`src/rtl/nnis_pkg.sv`:
```
// ----------------------------------------------------------------------------
// nnis_pkg
// Shared types, constants and helpers of the nearest-neighbor image scaler.
// ----------------------------------------------------------------------------
package nnis_pkg;

    localparam int MAX_WIDTH   = 256;
    localparam int MAX_HEIGHT  = 256;
    localparam int PIXEL_BITS  = 16;
    localparam int DIM_BITS    = 9;
    localparam int COORD_BITS  = 8;
    localparam int ADDR_BITS   = $clog2(MAX_WIDTH * MAX_HEIGHT);
    localparam int FRAME_BITS  = ADDR_BITS + 1;
    localparam int REM2_BITS   = DIM_BITS + 1;
    localparam int CFG_IDX_BITS = 2;

    localparam logic [DIM_BITS-1:0] DIM_RESET = DIM_BITS'(128);
    localparam logic [DIM_BITS-1:0] DIM_ONE   = DIM_BITS'(1);
    localparam logic [DIM_BITS-1:0] MAX_W_DIM = DIM_BITS'(MAX_WIDTH);
    localparam logic [DIM_BITS-1:0] MAX_H_DIM = DIM_BITS'(MAX_HEIGHT);
    localparam logic [DIM_BITS-1:0] STEP_Q_RESET = DIM_BITS'(128 / 128);
    localparam logic [DIM_BITS-1:0] STEP_R_RESET = DIM_BITS'(128 % 128);
    localparam logic [FRAME_BITS-1:0] FRAME_RESET = FRAME_BITS'(128 * 128);

    typedef enum logic {
        CMD_LOAD = 1'b0,
        CMD_EMIT = 1'b1
    } cmd_t;

    typedef enum logic [CFG_IDX_BITS-1:0] {
        CFG_SRC_WIDTH  = 2'd0,
        CFG_SRC_HEIGHT = 2'd1,
        CFG_DST_WIDTH  = 2'd2,
        CFG_DST_HEIGHT = 2'd3
    } cfg_index_t;

    typedef struct packed {
        cmd_t                  cmd;
        logic [PIXEL_BITS-1:0] pixel_in;
    } in_item_t;

    typedef struct packed {
        logic [PIXEL_BITS-1:0] pixel_out;
        logic [COORD_BITS-1:0] dest_x;
        logic [COORD_BITS-1:0] dest_y;
        logic                  last;
    } out_item_t;

    typedef struct packed {
        logic clear;
        logic advance;
    } axis_ctrl_t;

    typedef struct packed {
        logic busy;
        logic done;
    } div_status_t;

    // zero counts as one, anything above the maximum as the maximum
    function automatic logic [DIM_BITS-1:0] eff_dim(
        input logic [DIM_BITS-1:0] v,
        input logic [DIM_BITS-1:0] maxv
    );
        logic [DIM_BITS-1:0] r;
        if (v == '0)
        begin
            r = DIM_ONE;
        end
        else if (v > maxv)
        begin
            r = maxv;
        end
        else
        begin
            r = v;
        end
        return r;
    endfunction

endpackage

```
`src/rtl/nnis_axis.sv`:
```
// ----------------------------------------------------------------------------
// nnis_axis
// Incremental nearest-index accumulator for one image axis.
// ----------------------------------------------------------------------------
module nnis_axis
    import nnis_pkg::*;
(
    input  logic                  clk,
    input  logic                  rst_n,
    input  axis_ctrl_t            ctrl,
    input  logic [DIM_BITS-1:0]   src,
    input  logic [DIM_BITS-1:0]   dst,
    input  logic [DIM_BITS-1:0]   step_q,
    input  logic [DIM_BITS-1:0]   step_rem,
    output logic [COORD_BITS-1:0] pos,
    output logic [COORD_BITS-1:0] idx,
    output logic                  at_end
);

    // invariant: 2*pos*src + dst = q*2*dst + r, with r < 2*dst
    logic [COORD_BITS-1:0] pos_reg, pos_next;
    logic [DIM_BITS-1:0]   q_reg, q_next;
    logic [REM2_BITS-1:0]  r_reg, r_next;
    logic [REM2_BITS:0]    r_sum;
    logic [REM2_BITS:0]    two_dst;
    logic [DIM_BITS-1:0]   q_sum;
    logic [DIM_BITS-1:0]   src_last;

    assign two_dst  = {1'b0, dst, 1'b0};
    assign r_sum    = {1'b0, r_reg} + {1'b0, step_rem, 1'b0};
    assign q_sum    = q_reg + step_q;
    assign src_last = src - DIM_ONE;
    assign at_end   = ({1'b0, pos_reg} == DIM_BITS'(dst - DIM_ONE));

    always_comb
    begin
        pos_next = pos_reg;
        q_next   = q_reg;
        r_next   = r_reg;
        if (ctrl.clear || (ctrl.advance && at_end))
        begin
            pos_next = '0;
            q_next   = '0;
            r_next   = {1'b0, dst};
        end
        else if (ctrl.advance)
        begin
            pos_next = pos_reg + 1'b1;
            if (r_sum >= two_dst)
            begin
                r_next = REM2_BITS'(r_sum - two_dst);
                q_next = q_sum + 1'b1;
            end
            else
            begin
                r_next = r_sum[REM2_BITS-1:0];
                q_next = q_sum;
            end
        end
    end

    always_ff @(posedge clk or negedge rst_n)
    begin
        if (!rst_n)
        begin
            pos_reg <= '0;
            q_reg   <= '0;
            r_reg   <= {1'b0, DIM_RESET};
        end
        else
        begin
            pos_reg <= pos_next;
            q_reg   <= q_next;
            r_reg   <= r_next;
        end
    end

    assign pos = pos_reg;
    assign idx = (q_reg > src_last) ? src_last[COORD_BITS-1:0] : q_reg[COORD_BITS-1:0];

endmodule
```
`config.mk`:
```
export PLATFORM = sky130hd
export DESIGN_NAME = nnis_axis
export DESIGN_NICKNAME = d
export VERILOG_FILES = /design/src/rtl/nnis_pkg.sv /design/src/rtl/nnis_axis.sv
export SDC_FILE = /design/constraint.sdc
export NUM_CORES = 1
export LEC_CHECK = 0
export ABC_AREA = 1
export BUFFER_PORTS_ARGS = -buffer_cell sky130_fd_sc_hd__buf_2
export CAP_MARGIN = 0
export CORE_MARGIN = 2
export CORE_UTILIZATION = 56
export DETAILED_ROUTE_END_ITERATION = 16
export PLACE_DENSITY = 0.79
export SLEW_MARGIN = 10
export SYNTH_ARGS = -nofsm -noshare
export SYNTH_HDL_FRONTEND = slang
export SYNTH_SLANG_ARGS = --single-unit
export TNS_END_PERCENT = 30
```
`constraint.sdc`:
```
create_clock -name clk -period 3.3 [get_ports clk]
set_input_delay 0.33 -clock clk [delete_from_list [all_inputs] [get_ports clk]]
set_output_delay 0.33 -clock clk [all_outputs]
set_load 0.01 [all_outputs]
```
==> metrics.cfg <==
[finish]
multi_input_comb_area_um2 = 2531
nets = 676
drive_gt1_share_pct = 14.17
largest_reg_flops = 10
postLayoutCellArea_um2 = 3925
n_fill_cell = 565
antenna-diode-count = 0
finalNonFillerCells = 668
area_growth_pct = 13.29
fin_util_pct = 65.90
regArea_um2 = 676.9

[pwr]
p_clk_share_pct = 5.6
combPwrFrac_pct = 78.2
p_per_area_nw_per_um2 = 894.4
p_int_w = 0.001613
netSwitchingPower_w = 0.001898
p_seq_share_pct = 16.2
p_sw_share_pct = 54.06
vdd_ir_drop_max_uv = 675.8
p_leak_nw = 2.167

[global_route]
overflow = 0
grt_pass1_vias = 3288
grtUsageTotal_pct = 27.16
grt_max_degree = 28
grt_pass1_wl_um = 14450
grt_antenna_before_repair = 0

[flow_run]
max-cap-violations = 0

[cts]
clkSinkCount = 27
cts-root-buf = clkbuf_8
ctsHoldBuffers = 0
cts.clk_slew.worst_paths_ns = 0.10
insertion_delay_ns = 0.27
numCtsBuffers = 3
cts_htree_levels = 1
tritoncts = done
cts.path.max_buffers = 2

[die]
ios = 57
rows = 28
fp.coreArea_um2 = 5956
start_util_pct = 58.17
fp.dieArea_um2 = 6832
die_x_um = 82.66
dieHeight_um = 82.66

[synthesis]
synthFlopType = dfrtp_1
synth_top_area_share_pct = 18.78
synthArstFlopShare_pct = 100.0
synth_edf_count = 0
synth.area.top_cells = dfrtp_1, nand2_1, ha_1, inv_1, nand3_1
ys_seq_elements = 27
synth_fp_nets = 616
synth_top_cell_by_area = dfrtp_1
netlist_area_um2 = 3465
ys_warn_count = 0
synthCells = 534
synth_cell_type_count = 40
syn_avg_cell_area_um2 = 6.488
ys_seq_area_share_pct = 19.54

[routing]
drtAntennaViolNets = 0
dr.pass1.iters = 4
num_vias = 3626
wl_um = 8954
drc = 0
viasPerCell = 5.428
wl_per_cell_um = 13.40
drt-initial-drc-count = 115

[status]
status = complete, no violations

[worst_setup_path]
crit_buf_inv = 4
cp_slowest_cell = or3_4
critPathMaxFanout = 16
worstPathCellList = buf_2, inv_1, ha_1, nand2_1, or3_4, xor2_1, ha_1, nand2_1, nor2_2, nand3b_1, o2111ai_1, o41ai_4, buf_4, o21ai_0, buf_2
crit_required_ns = 2.97
worstPathArrival_ns = 2.74
start_kind = primary input
end_kind = output pin
max_stage_delay_ns = 0.35
path_class = in -> out
cp_top_family = simple AND/OR/NAND/NOR gates

[placed_design]
place_inst = 663
dpl_cell_area_um2 = 3831
io_buffer_count = 56
routabilityCongestion = 0.9117
dp_hpwl_um = 7205

[timing]
clock_skew_ns = 0.004807
finalSetupViolCount = 0
final_max_slew_viol_count = 0
slew-limit-headroom_pct = 55.10
tightest_slew_ns = 0.6736
fin_crit_ns = 3.072
period_share_pct = 93.10
worst_hold_slack_ns = 0.07774
fmax_mhz = 325.5
hold_violations = 0

[min_path]
min_path_type = in -> async

repair_timing:
item                                    4_1_cts  5_1_grt
endpoints found under the setup margin        8       26
buffers inserted                              0        1
pin swaps                                     0        1
resized for setup                             1        9
metal layers:
layer | wire length, um | track usage (%) | vias up
met1 | 3896 | 33.04 | 1631
met3 | 534 | 3.043 | 14
met5 | 0 | 0 | -
met2 | 4382 | 50.08 | 110
met4 | 140 | 8.033 | 0
li1 | - | - | 1871
cell families after synthesis:
group	share of synthesized area, %
and+or+nand+nor	35.25
AOI/OAI and AO/OA	13.00
buffers and inverters	8.559
adders and majority gates	15.82
xor gates and xnor gates	7.837
DFF	19.54
final timing paths:
check / startpoint / end / slack [ns] / cells after the start
max: src[0] / idx[4] / 0.23 / 15
min: rst_n / pos[6]$_DFFE_PN0P_ / 0.08 / 1
max reg2reg: r_reg[1]$_DFFE_PN0P_ / q_reg[6]$_DFFE_PN0P_ / 0.27 / 19
min reg2reg: r_reg[0]$_DFFE_PN0P_ / r_reg[0]$_DFFE_PN0P_ / 0.51 / 2
max in group asynchronous: rst_n / q_reg[5]$_DFFE_PN0P_ / 2.79 / 1
min in group clk: dst[1] / r_reg[1]$_DFFE_PN0P_ / 0.40 / 3
synthesized netlist by cell type, types with 3 or more instances:
cell type  instances
nand2_1          158
inv_1             66
nor2_1            50
nand3_1           43
ha_1              39
a21oi_1           35
dfrtp_1           26
o21ai_0           21
xor2_1            18
xnor2_1           13
nand4_1           12
nor3_1             7
clkbuf_1           4
nand3b_1           4
a31oi_1            3
fa_1               3
o211ai_1           3
power groups by stage:
| stage | logic [W] | clock network (W) | registers (W) |
|---|---|---|---|
| final | 0.00274 | 0.000196 | 0.000570 |
| after global routing | 0.00314 | 0.000216 | 0.000582 |
| after CTS | 0.00267 | 0.000201 | 0.000570 |
| after detailed placement | 0.00263 | 0 | 0.000578 |
| after global placement | 0.00257 | 0 | 0.000569 |
| after floorplan | 0.00210 | 0 | 0.000530 |
cells in the final DEF (no fill, tap or decap), types with 2 or more instances in the layout:
cell type / Yosys / final
or2_2: 2 / 2
a21o_1: 2 / 2
o211ai_1: 3 / 3
nor2_1: 50 / 49
nand3_1: 43 / 43
xor2_1: 18 / 18
a21oi_1: 35 / 35
dfrtp_1: 26 / 26
fa_1: 3 / 2
nor3b_1: 2 / 2
xnor2_1: 13 / 13
buf_2: 0 / 56
o21bai_1: 2 / 2
clkbuf_8: 0 / 3
nand4_1: 12 / 12
o21ai_1: 1 / 3
nand2_1: 158 / 158
nand3b_1: 4 / 4
nor3_1: 7 / 6
ha_1: 39 / 39
inv_1: 66 / 66
nor2_2: 1 / 2
a31oi_1: 3 / 3
o21ai_0: 21 / 19
buf_4: 1 / 6
final cells by class:
cell class                 instances  area share, %
sequential                        27          17.25
inverter                          67          6.407
multi-input combinational        433          64.49
timing repair buffer              62          8.288
clock inverter                     1         0.1275
tap                               75          2.391
clock buffer                       3          1.052
per-stage QoR:
stage                      TNS, ns  worst slack, ns  total power [W]
after floorplan                  0           0.4302         0.002631
after global placement           0          0.03147         0.003140
after detailed placement   -0.6808          -0.1190         0.003206
after CTS                        0          0.04499         0.003439
after global routing      -0.01053         -0.01053         0.003938
final                            0           0.2276         0.003510
worst register-to-register path: cells and delay by family (launching register included):
kind	cells	cell delay, ns
xor+xnor	2	0.30
fa+ha+maj	3	0.96
buf+inv	2	0.14
flops	1	0.39
simple gates	12	1.17
(Power assumes the default switching activity.)
