==> src/rtl/nnis_pkg.sv <==
// ----------------------------------------------------------------------------
// nnis_pkg
// Shared types, constants and helpers of the nearest-neighbor image scaler.
// ----------------------------------------------------------------------------
package nnis_pkg;

    localparam int MAX_WIDTH   = 256;
    localparam int MAX_HEIGHT  = 256;
    localparam int PIXEL_BITS  = 16;
    localparam int DIM_BITS    = 9;
    localparam int COORD_BITS  = 8;
    localparam int ADDR_BITS   = $clog2(MAX_WIDTH * MAX_HEIGHT);
    localparam int FRAME_BITS  = ADDR_BITS + 1;
    localparam int REM2_BITS   = DIM_BITS + 1;
    localparam int CFG_IDX_BITS = 2;

    localparam logic [DIM_BITS-1:0] DIM_RESET = DIM_BITS'(128);
    localparam logic [DIM_BITS-1:0] DIM_ONE   = DIM_BITS'(1);
    localparam logic [DIM_BITS-1:0] MAX_W_DIM = DIM_BITS'(MAX_WIDTH);
    localparam logic [DIM_BITS-1:0] MAX_H_DIM = DIM_BITS'(MAX_HEIGHT);
    localparam logic [DIM_BITS-1:0] STEP_Q_RESET = DIM_BITS'(128 / 128);
    localparam logic [DIM_BITS-1:0] STEP_R_RESET = DIM_BITS'(128 % 128);
    localparam logic [FRAME_BITS-1:0] FRAME_RESET = FRAME_BITS'(128 * 128);

    typedef enum logic {
        CMD_LOAD = 1'b0,
        CMD_EMIT = 1'b1
    } cmd_t;

    typedef enum logic [CFG_IDX_BITS-1:0] {
        CFG_SRC_WIDTH  = 2'd0,
        CFG_SRC_HEIGHT = 2'd1,
        CFG_DST_WIDTH  = 2'd2,
        CFG_DST_HEIGHT = 2'd3
    } cfg_index_t;

    typedef struct packed {
        cmd_t                  cmd;
        logic [PIXEL_BITS-1:0] pixel_in;
    } in_item_t;

    typedef struct packed {
        logic [PIXEL_BITS-1:0] pixel_out;
        logic [COORD_BITS-1:0] dest_x;
        logic [COORD_BITS-1:0] dest_y;
        logic                  last;
    } out_item_t;

    typedef struct packed {
        logic clear;
        logic advance;
    } axis_ctrl_t;

    typedef struct packed {
        logic busy;
        logic done;
    } div_status_t;

    // zero counts as one, anything above the maximum as the maximum
    function automatic logic [DIM_BITS-1:0] eff_dim(
        input logic [DIM_BITS-1:0] v,
        input logic [DIM_BITS-1:0] maxv
    );
        logic [DIM_BITS-1:0] r;
        if (v == '0)
        begin
            r = DIM_ONE;
        end
        else if (v > maxv)
        begin
            r = maxv;
        end
        else
        begin
            r = v;
        end
        return r;
    endfunction

endpackage

==> src/rtl/nnis_div.sv <==
// ----------------------------------------------------------------------------
// nnis_div
// Radix-2 restoring divider, one quotient bit per cycle.
// ----------------------------------------------------------------------------
module nnis_div
    import nnis_pkg::*;
(
    input  logic                clk,
    input  logic                rst_n,
    input  logic                start,
    input  logic [DIM_BITS-1:0] dividend,
    input  logic [DIM_BITS-1:0] divisor,
    output logic [DIM_BITS-1:0] quotient,
    output logic [DIM_BITS-1:0] remainder,
    output div_status_t         status
);

    localparam int CNT_BITS = $clog2(DIM_BITS);
    localparam logic [CNT_BITS-1:0] CNT_LAST = CNT_BITS'(DIM_BITS - 1);

    logic [DIM_BITS-1:0] quo_reg, quo_next;
    logic [DIM_BITS-1:0] rem_reg, rem_next;
    logic [DIM_BITS-1:0] dsr_reg, dsr_next;
    logic [CNT_BITS-1:0] cnt_reg, cnt_next;
    logic                busy_reg, busy_next;
    logic                done_reg, done_next;
    logic [DIM_BITS:0]   shifted;

    always_comb
    begin
        quo_next  = quo_reg;
        rem_next  = rem_reg;
        dsr_next  = dsr_reg;
        cnt_next  = cnt_reg;
        busy_next = busy_reg;
        done_next = 1'b0;
        shifted   = {rem_reg, quo_reg[DIM_BITS-1]};
        if (start)
        begin
            quo_next  = dividend;
            rem_next  = '0;
            dsr_next  = divisor;
            cnt_next  = '0;
            busy_next = 1'b1;
        end
        else if (busy_reg)
        begin
            if (shifted >= {1'b0, dsr_reg})
            begin
                rem_next = DIM_BITS'(shifted - {1'b0, dsr_reg});
                quo_next = {quo_reg[DIM_BITS-2:0], 1'b1};
            end
            else
            begin
                rem_next = shifted[DIM_BITS-1:0];
                quo_next = {quo_reg[DIM_BITS-2:0], 1'b0};
            end
            cnt_next = cnt_reg + 1'b1;
            if (cnt_reg == CNT_LAST)
            begin
                busy_next = 1'b0;
                done_next = 1'b1;
            end
        end
    end

    always_ff @(posedge clk or negedge rst_n)
    begin
        if (!rst_n)
        begin
            quo_reg  <= STEP_Q_RESET;
            rem_reg  <= STEP_R_RESET;
            dsr_reg  <= DIM_RESET;
            cnt_reg  <= '0;
            busy_reg <= 1'b0;
            done_reg <= 1'b0;
        end
        else
        begin
            quo_reg  <= quo_next;
            rem_reg  <= rem_next;
            dsr_reg  <= dsr_next;
            cnt_reg  <= cnt_next;
            busy_reg <= busy_next;
            done_reg <= done_next;
        end
    end

    assign quotient    = quo_reg;
    assign remainder   = rem_reg;
    assign status.busy = busy_reg;
    assign status.done = done_reg;

endmodule

==> config.mk <==
export PLATFORM = sky130hd
export DESIGN_NAME = nnis_div
export DESIGN_NICKNAME = d
export VERILOG_FILES = /design/src/rtl/nnis_pkg.sv /design/src/rtl/nnis_div.sv
export SDC_FILE = /design/constraint.sdc
export NUM_CORES = 1
export LEC_CHECK = 0
export ABC_AREA = 1
export BUFFER_PORTS_ARGS = -buffer_cell sky130_fd_sc_hd__buf_2
export CAP_MARGIN = 20
export CORE_MARGIN = 2
export CORE_UTILIZATION = 49
export CTS_CLUSTER_DIAMETER = 200
export DETAILED_ROUTE_END_ITERATION = 10
export PLACE_DENSITY = 0.75
export SYNTH_ARGS = -nofsm -noshare
export SYNTH_HDL_FRONTEND = slang
export SYNTH_SLANG_ARGS = --single-unit
==> constraint.sdc <==
create_clock -name clk -period 1.8 [get_ports clk]
set_input_delay 0.45 -clock clk [delete_from_list [all_inputs] [get_ports clk]]
set_output_delay 0.45 -clock clk [all_outputs]
set_load 0.02 [all_outputs]
==> results of run 1 <==
==> report_power, final <==
group,total [mW],switching [mW],leakage [nW],internal (mW)
registers,1.01,0.126,0.408,0.886
logic,2.36,1.38,0.980,0.981
clock network,0.559,0.292,0.0439,0.267
total,3.93,1.80,1.43,2.13
==> critical path, cell delays in order, from the launching register on <==
cell and delay [ns]:
dfstp_2 0.53, inv_2 0.05, ha_4 0.28, nand2_4 0.07, nor2_4 0.14, nand2_2 0.08
nor2_4 0.11, nor2_4 0.05, buf_12 0.13, nand2_8 0.09, nand3_2 0.06, nand2_1 0.07
nand2_1 0.05
==> per-layer routing <==
layer	part of all wire (%)	GRT usage, %	vias to the layer above	routed length (µm)
met5	0	0	-	0
met4	0.94	5.25	0	48
met3	5.4	4.61	8	276
met2	51	39.3	57	2620
met1	42	31.9	885	2150
li1	-	-	952	-
==> cells in the mapped netlist, drive strengths merged <==
library cell	count
nor4	1
nand3	19
inv	43
dfrtp	31
o21ai	14
dfstp	2
nor2	9
buf	5
clkinv	1
a22oi	1
o211ai	2
xnor2	2
o221ai	5
nand3b	4
nand4	4
ha	11
clkbuf	2
nor3	1
nand2	99
a21oi	4
fa	1
xor2	1
==> worst min-delay path by stage <==
stage / startpoint / end / slack, ns / cells past startpoint
finish: rst_n / dsr_reg[4] / -0.002 / 1
detailed placement: rst_n / cnt_reg[1] / 0.31 / 1
CTS: rst_n / dsr_reg[4] / 0.004 / 1
global route: rst_n / cnt_reg[1] / 0.01 / 1
floorplan: rst_n / busy_reg / 0.15 / 0
global placement: rst_n / cnt_reg[1] / 0.31 / 1
==> layout make-up <==
type                            count  area share (%)
Multi-Input combinational cell    180            43.8
Inverter                           44            6.22
Tap cell                           50            2.36
Sequential cell                    33            31.2
Clock inverter                      3           0.660
Timing Repair Buffer               58            13.1
Clock buffer                        5            2.59
==> placed cells by master, fill, tap and decap left out, types with 2 or more instances in the layout <==
master and instances:
inv_2 4, nand2_1 81, ha_4 5, nand2_8 2, nor2_1 5, ha_1 4
nand3_1 11, buf_4 17, nand2_2 14, dfrtp_1 30, o221ai_1 5, a21oi_1 4
ha_2 2, nor2_4 4, nand3b_1 4, xnor2_1 2, o21ai_0 13, clkinv_2 2
nand2_4 4, nand3_2 8, o211ai_1 2, inv_1 39, dfstp_2 2, nand4_1 4
buf_2 40, clkbuf_8 5
==> through the flow <==
step / instance area (µm²) / utilization, % / hold WS, ns / setup TNS (ns) / total power [mW]
after floorplan: 2010 / - / 0.154 / 0 / 2.28
after global placement: 2330 / 58.6 / 0.311 / 0 / 2.75
after detailed placement: 2330 / 58.6 / 0.314 / -0.0790 / 2.79
after CTS: 2510 / 63.1 / 0.00361 / 0 / 3.59
after global routing: 2660 / 66.9 / 0.0118 / -0.547 / 4.21
final: 2660 / 66.9 / -0.00237 / -0.0108 / 3.93
==> logic make-up after synthesis <==
group,after synthesis,synth area share (%)
buf+inv,51,10.5
compound gates,26,7.77
flops,33,41.1
xor+xnor,3,1.31
simple gates,137,31.4
fa+ha+maj,12,7.83
==> what timing repair did <==
action                     in CTS  in global routing
cloned                          2                  0
pin swaps                       5                 14
buffers inserted                2                  3
resized for setup               7                 32
setup endpoints to repair       8                 10
==> results.md, run 1 <==
* Setup WS pre-CTS at -0.0394 ns
* Core area at 0.00397 mm²
* Worst Setup SP: dsr_reg[7]
* Clock latency at the later pin of the worst-skew pair at 0.29 ns
* Boundary Pins at 41
* Hold Fails Final Rpt at 4
* Placer Congestion at 0.871
* CTS tree: built
* Final nets at 355
* Root buffer cell: clkbuf_8
* Worst setup SP type: flop
* Area leader, netlist: dfrtp_1
* Flop2flop setup slack at -0.006 ns
* Final WL at 5100 µm
* GR Overflow Total at 0
* Clk_skew at 0.00418 ns
* Largest net degree at the start of global routing at 24
* Die width at 68.1 µm
* Initial drt markers at 102
* Chip height at 68.1 µm
* Clock-pin slew of the registers on the worst-case setup and hold paths at 0.07 ns
* Mean Syn Cell Area at 7.68 µm²
* Tmin final at 1.81 ns
* Vias in the first global route at 1,818
* Share of cells above drive strength 1 at 35.3%
* Register area share after synthesis at 41.1%
* Gr usage total at 23.6%
* Initial antenna violation count at 0
* FF-to-FF path depth at 12
* First-pass GRT wire length at 8230 µm
* Critical-path maximum fanout at 5
* #FFs+latches synth at 33
* Vias at 1,902
* Syn-to-layout area delta at 31.9%
* Mapped Nets at 295
* Fin cells at 373
* Setup WS post-layout at -0.00586 ns
* Starting density of the core at 50.7%
* Distinct cells, synth at 32
* Hold Crit Class: in -> async
* Critical register-to-register path startpoint: dsr_reg[7]
* Ys Warns at 0
* Cell Count Post-Placement at 358
* Register area at 830 µm²
* Final hold slack at -0.00237 ns
* Hpwl dp at 3570 µm
* Antenna diodes at 0
* Failing checks: hold timing, setup timing
* Wirelength per Cell at 13.7 µm
* CP Data Arrival Time at 1.99 ns
* Post-CTS Hold Fix Bufs at 0
* PwrDens at 1480 mW/mm²
* Slew headroom at 81.9%
* # fillers at 326
* Die Area at 0.00464 mm²
* Syn Std Cell Area at 0.00201 mm²
* Worst endpoint required time at 1.99 ns
* Antenna Nets Post-Route at 0
* RSZ-0062 raised after global routing: true
* Part of the cycle the worst path needs at 100%
* Synth area leaders: dfrtp_1 39%, nand2_1 18%, inv_1 8.0%
* Post-route DRC at 0
* Synth top area share at 38.5%
* Max Slew Vio Count at 0
* H-Tree Depth at 2
* DRT Pass-1 Iters at 4
* Least-Margin Pin Slew at 0.270 ns
* Final Setup Violations at 2
* Clk buf depth at 2
* Status: finished with violations
* Avg Vias per Cell at 5.10
* Mapped Cells at 262
* Multi-input gate area in the final layout at 0.00116 mm²
* I/O Buffers at 40
* P_leak at 1.43 nW
* CTS buffer count at 5
* FP Rows at 23
* Worst VDD drop at 0.656 mV
* Peak Freq at 554 MHz
* Crit path to: remainder[8]
* Kind of critical path: reg -> reg
* CTS sink cnt at 33
* Max cap viols at 0
* Worst setup EP type: flop
* Crit Reg-Reg Endpoint: remainder[8]
Note: power is estimated with default switching activity, not from simulation.
==> run 2: changes to the inputs <==
--- a/config.mk
+++ b/config.mk
@@ -8,11 +8,12 @@
 export ABC_AREA = 1
 export BUFFER_PORTS_ARGS = -buffer_cell sky130_fd_sc_hd__buf_2
 export CAP_MARGIN = 20
+export CORE_ASPECT_RATIO = 0.7
 export CORE_MARGIN = 2
 export CORE_UTILIZATION = 49
 export CTS_CLUSTER_DIAMETER = 200
 export DETAILED_ROUTE_END_ITERATION = 10
-export PLACE_DENSITY = 0.75
+export PLACE_DENSITY_LB_ADDON = 0.08
 export SYNTH_ARGS = -nofsm -noshare
 export SYNTH_HDL_FRONTEND = slang
 export SYNTH_SLANG_ARGS = --single-unit
==> results.md, run 2 (synthesis results as in run 1) <==
* Least-Margin Pin Slew at 0.408 ns
* Fin area at 0.00264 mm²
* Final nets at 354
* Gr usage total at 22.5%
* Initial drt markers at 102
* FP Rows at 19
* Clk_skew at 0.00466 ns
* Fin cells at 374
* Root buffer cell: clkbuf_8
* Hold Fails Final Rpt at 0
* CTS tree: built
* Die width at 80.6 µm
* Final WL at 4910 µm
* Critical-path maximum fanout at 9
* Boundary Pins at 41
* Peak Freq at 562 MHz
* First-pass GRT wire length at 7850 µm
* Hold Crit Class: in -> async
* RSZ-0062 raised after global routing: true
* Kind of critical path: reg -> reg
* Worst VDD drop at 1.00 mV
* Final Setup Violations at 0
* Worst setup EP type: flop
* Most frequent cells in the layout: 86 x nand2_1, 41 x inv_1, 40 x buf_2
* Placer Congestion at 0.914
* Antenna Nets Post-Route at 0
* Most common cell after layout, fill and taps aside: nand2_1
* # fillers at 345
* Post-route DRC at 0
* Chip height at 57.6 µm
* Avg Vias per Cell at 4.97
* Hpwl dp at 3560 µm
* GR Overflow Total at 0
* Share of cells above drive strength 1 at 32.9%
* Clk buf depth at 2
* Max cap viols at 0
* Syn-to-layout area delta at 31.3%
* Post-place instance area at 0.00234 mm²
* Part of the cycle the worst path needs at 98.9%
* Vias in the first global route at 1,668
* Core area at 0.00392 mm²
* Wirelength per Cell at 13.1 µm
* I/O Buffers at 40
* CTS buffer count at 5
* Tmin final at 1.78 ns
* CP Data Arrival Time at 1.96 ns
* PwrDens at 1470 mW/mm²
* CTS sink cnt at 33
* H-Tree Depth at 2
* Max Slew Vio Count at 0
* Post-layout util at 67.4%
* Setup WS post-layout at 0.0200 ns
* Cell Count Post-Placement at 361
* Antenna diodes at 0
* DRT Pass-1 Iters at 5
* Initial antenna violation count at 0
* Largest net degree at the start of global routing at 23
* Die Area at 0.00465 mm²
* Starting density of the core at 51.3%
* Vias at 1,858
* Clock latency at the later pin of the worst-skew pair at 0.28 ns
* Post-CTS Hold Fix Bufs at 0
* Setup WS pre-CTS at -0.0261 ns
* Clock-pin slew of the registers on the worst-case setup and hold paths at 0.07 ns
* Slew headroom at 72.8%
* P_leak at 1.43 nW
* Worst setup SP type: flop
* Status: complete, no violations
* Worst endpoint required time at 1.98 ns
==> run 2: worst paths after layout <==
kind                       cells past startpoint       start  slack (ns)            to
max                                           12  dsr_reg[7]        0.02  remainder[1]
min                                            1       rst_n        0.09    cnt_reg[2]
max reg2reg                                   12  dsr_reg[7]        0.02  remainder[1]
min reg2reg                                    2  dsr_reg[0]        0.50    dsr_reg[0]
max in group asynchronous                      2       rst_n        1.17    dsr_reg[7]
min in group clk                               3  divisor[0]        0.37    dsr_reg[0]
==> run 2: final cells by class <==
class                      count  area [µm²]  share of cell area [%]
inverter                      44         165                    6.25
clock buffer                   6        72.6                    2.74
timing repair buffer          57         340                    12.9
sequential                    33         830                    31.4
clock inverter                 2        10.0                   0.379
multi-input combinational    180        1160                    43.9
tap                           52        65.1                    2.46
==> run 2: stage by stage <==
step                hold slack [ns]  total power [mW]  setup TNS, ns
floorplan                     0.154              2.28              0
global placement              0.403              2.81              0
detailed placement            0.405              2.82        -0.0668
CTS                          0.0949              3.59              0
global route                  0.106              4.20         -0.385
finish                       0.0890              3.88              0
==> run 2: worst max-delay path, stage by stage (launching register included) <==
cell     delay [ns]
dfstp_2        0.52
inv_2          0.04
ha_4           0.28
nand2_4        0.07
nor2_4         0.10
nand2_2        0.08
nor2_4         0.12
nor2_4         0.06
buf_12         0.14
nand2_8        0.08
nand2_1        0.06
nand3_2        0.06
nand2_1        0.06
==> run 2: power breakdown <==
group / switching (mW) / internal [mW] / leakage (nW)
sequential: 0.138 / 0.886 / 0.408
combinational: 1.33 / 0.980 / 0.973
clock: 0.276 / 0.268 / 0.0450
total: 1.74 / 2.13 / 1.43
==> run 2: repair_timing <==
action | 4_1_cts | 5_1_grt
pin swaps | 8 | 7
setup endpoints to repair | 8 | 9
resized for setup | 7 | 26
endpoints found under the hold margin | 0 | 0
cloned | 2 | 0
setup buffers | 2 | 3
==> run 2: layer usage <==
layer  up-vias  wire, µm  track usage (%)
met1       854      2400             34.6
met5         -         0                0
met3         4       322             5.45
met4         0        35             5.81
met2        51      2150             31.9
li1        949         -                -
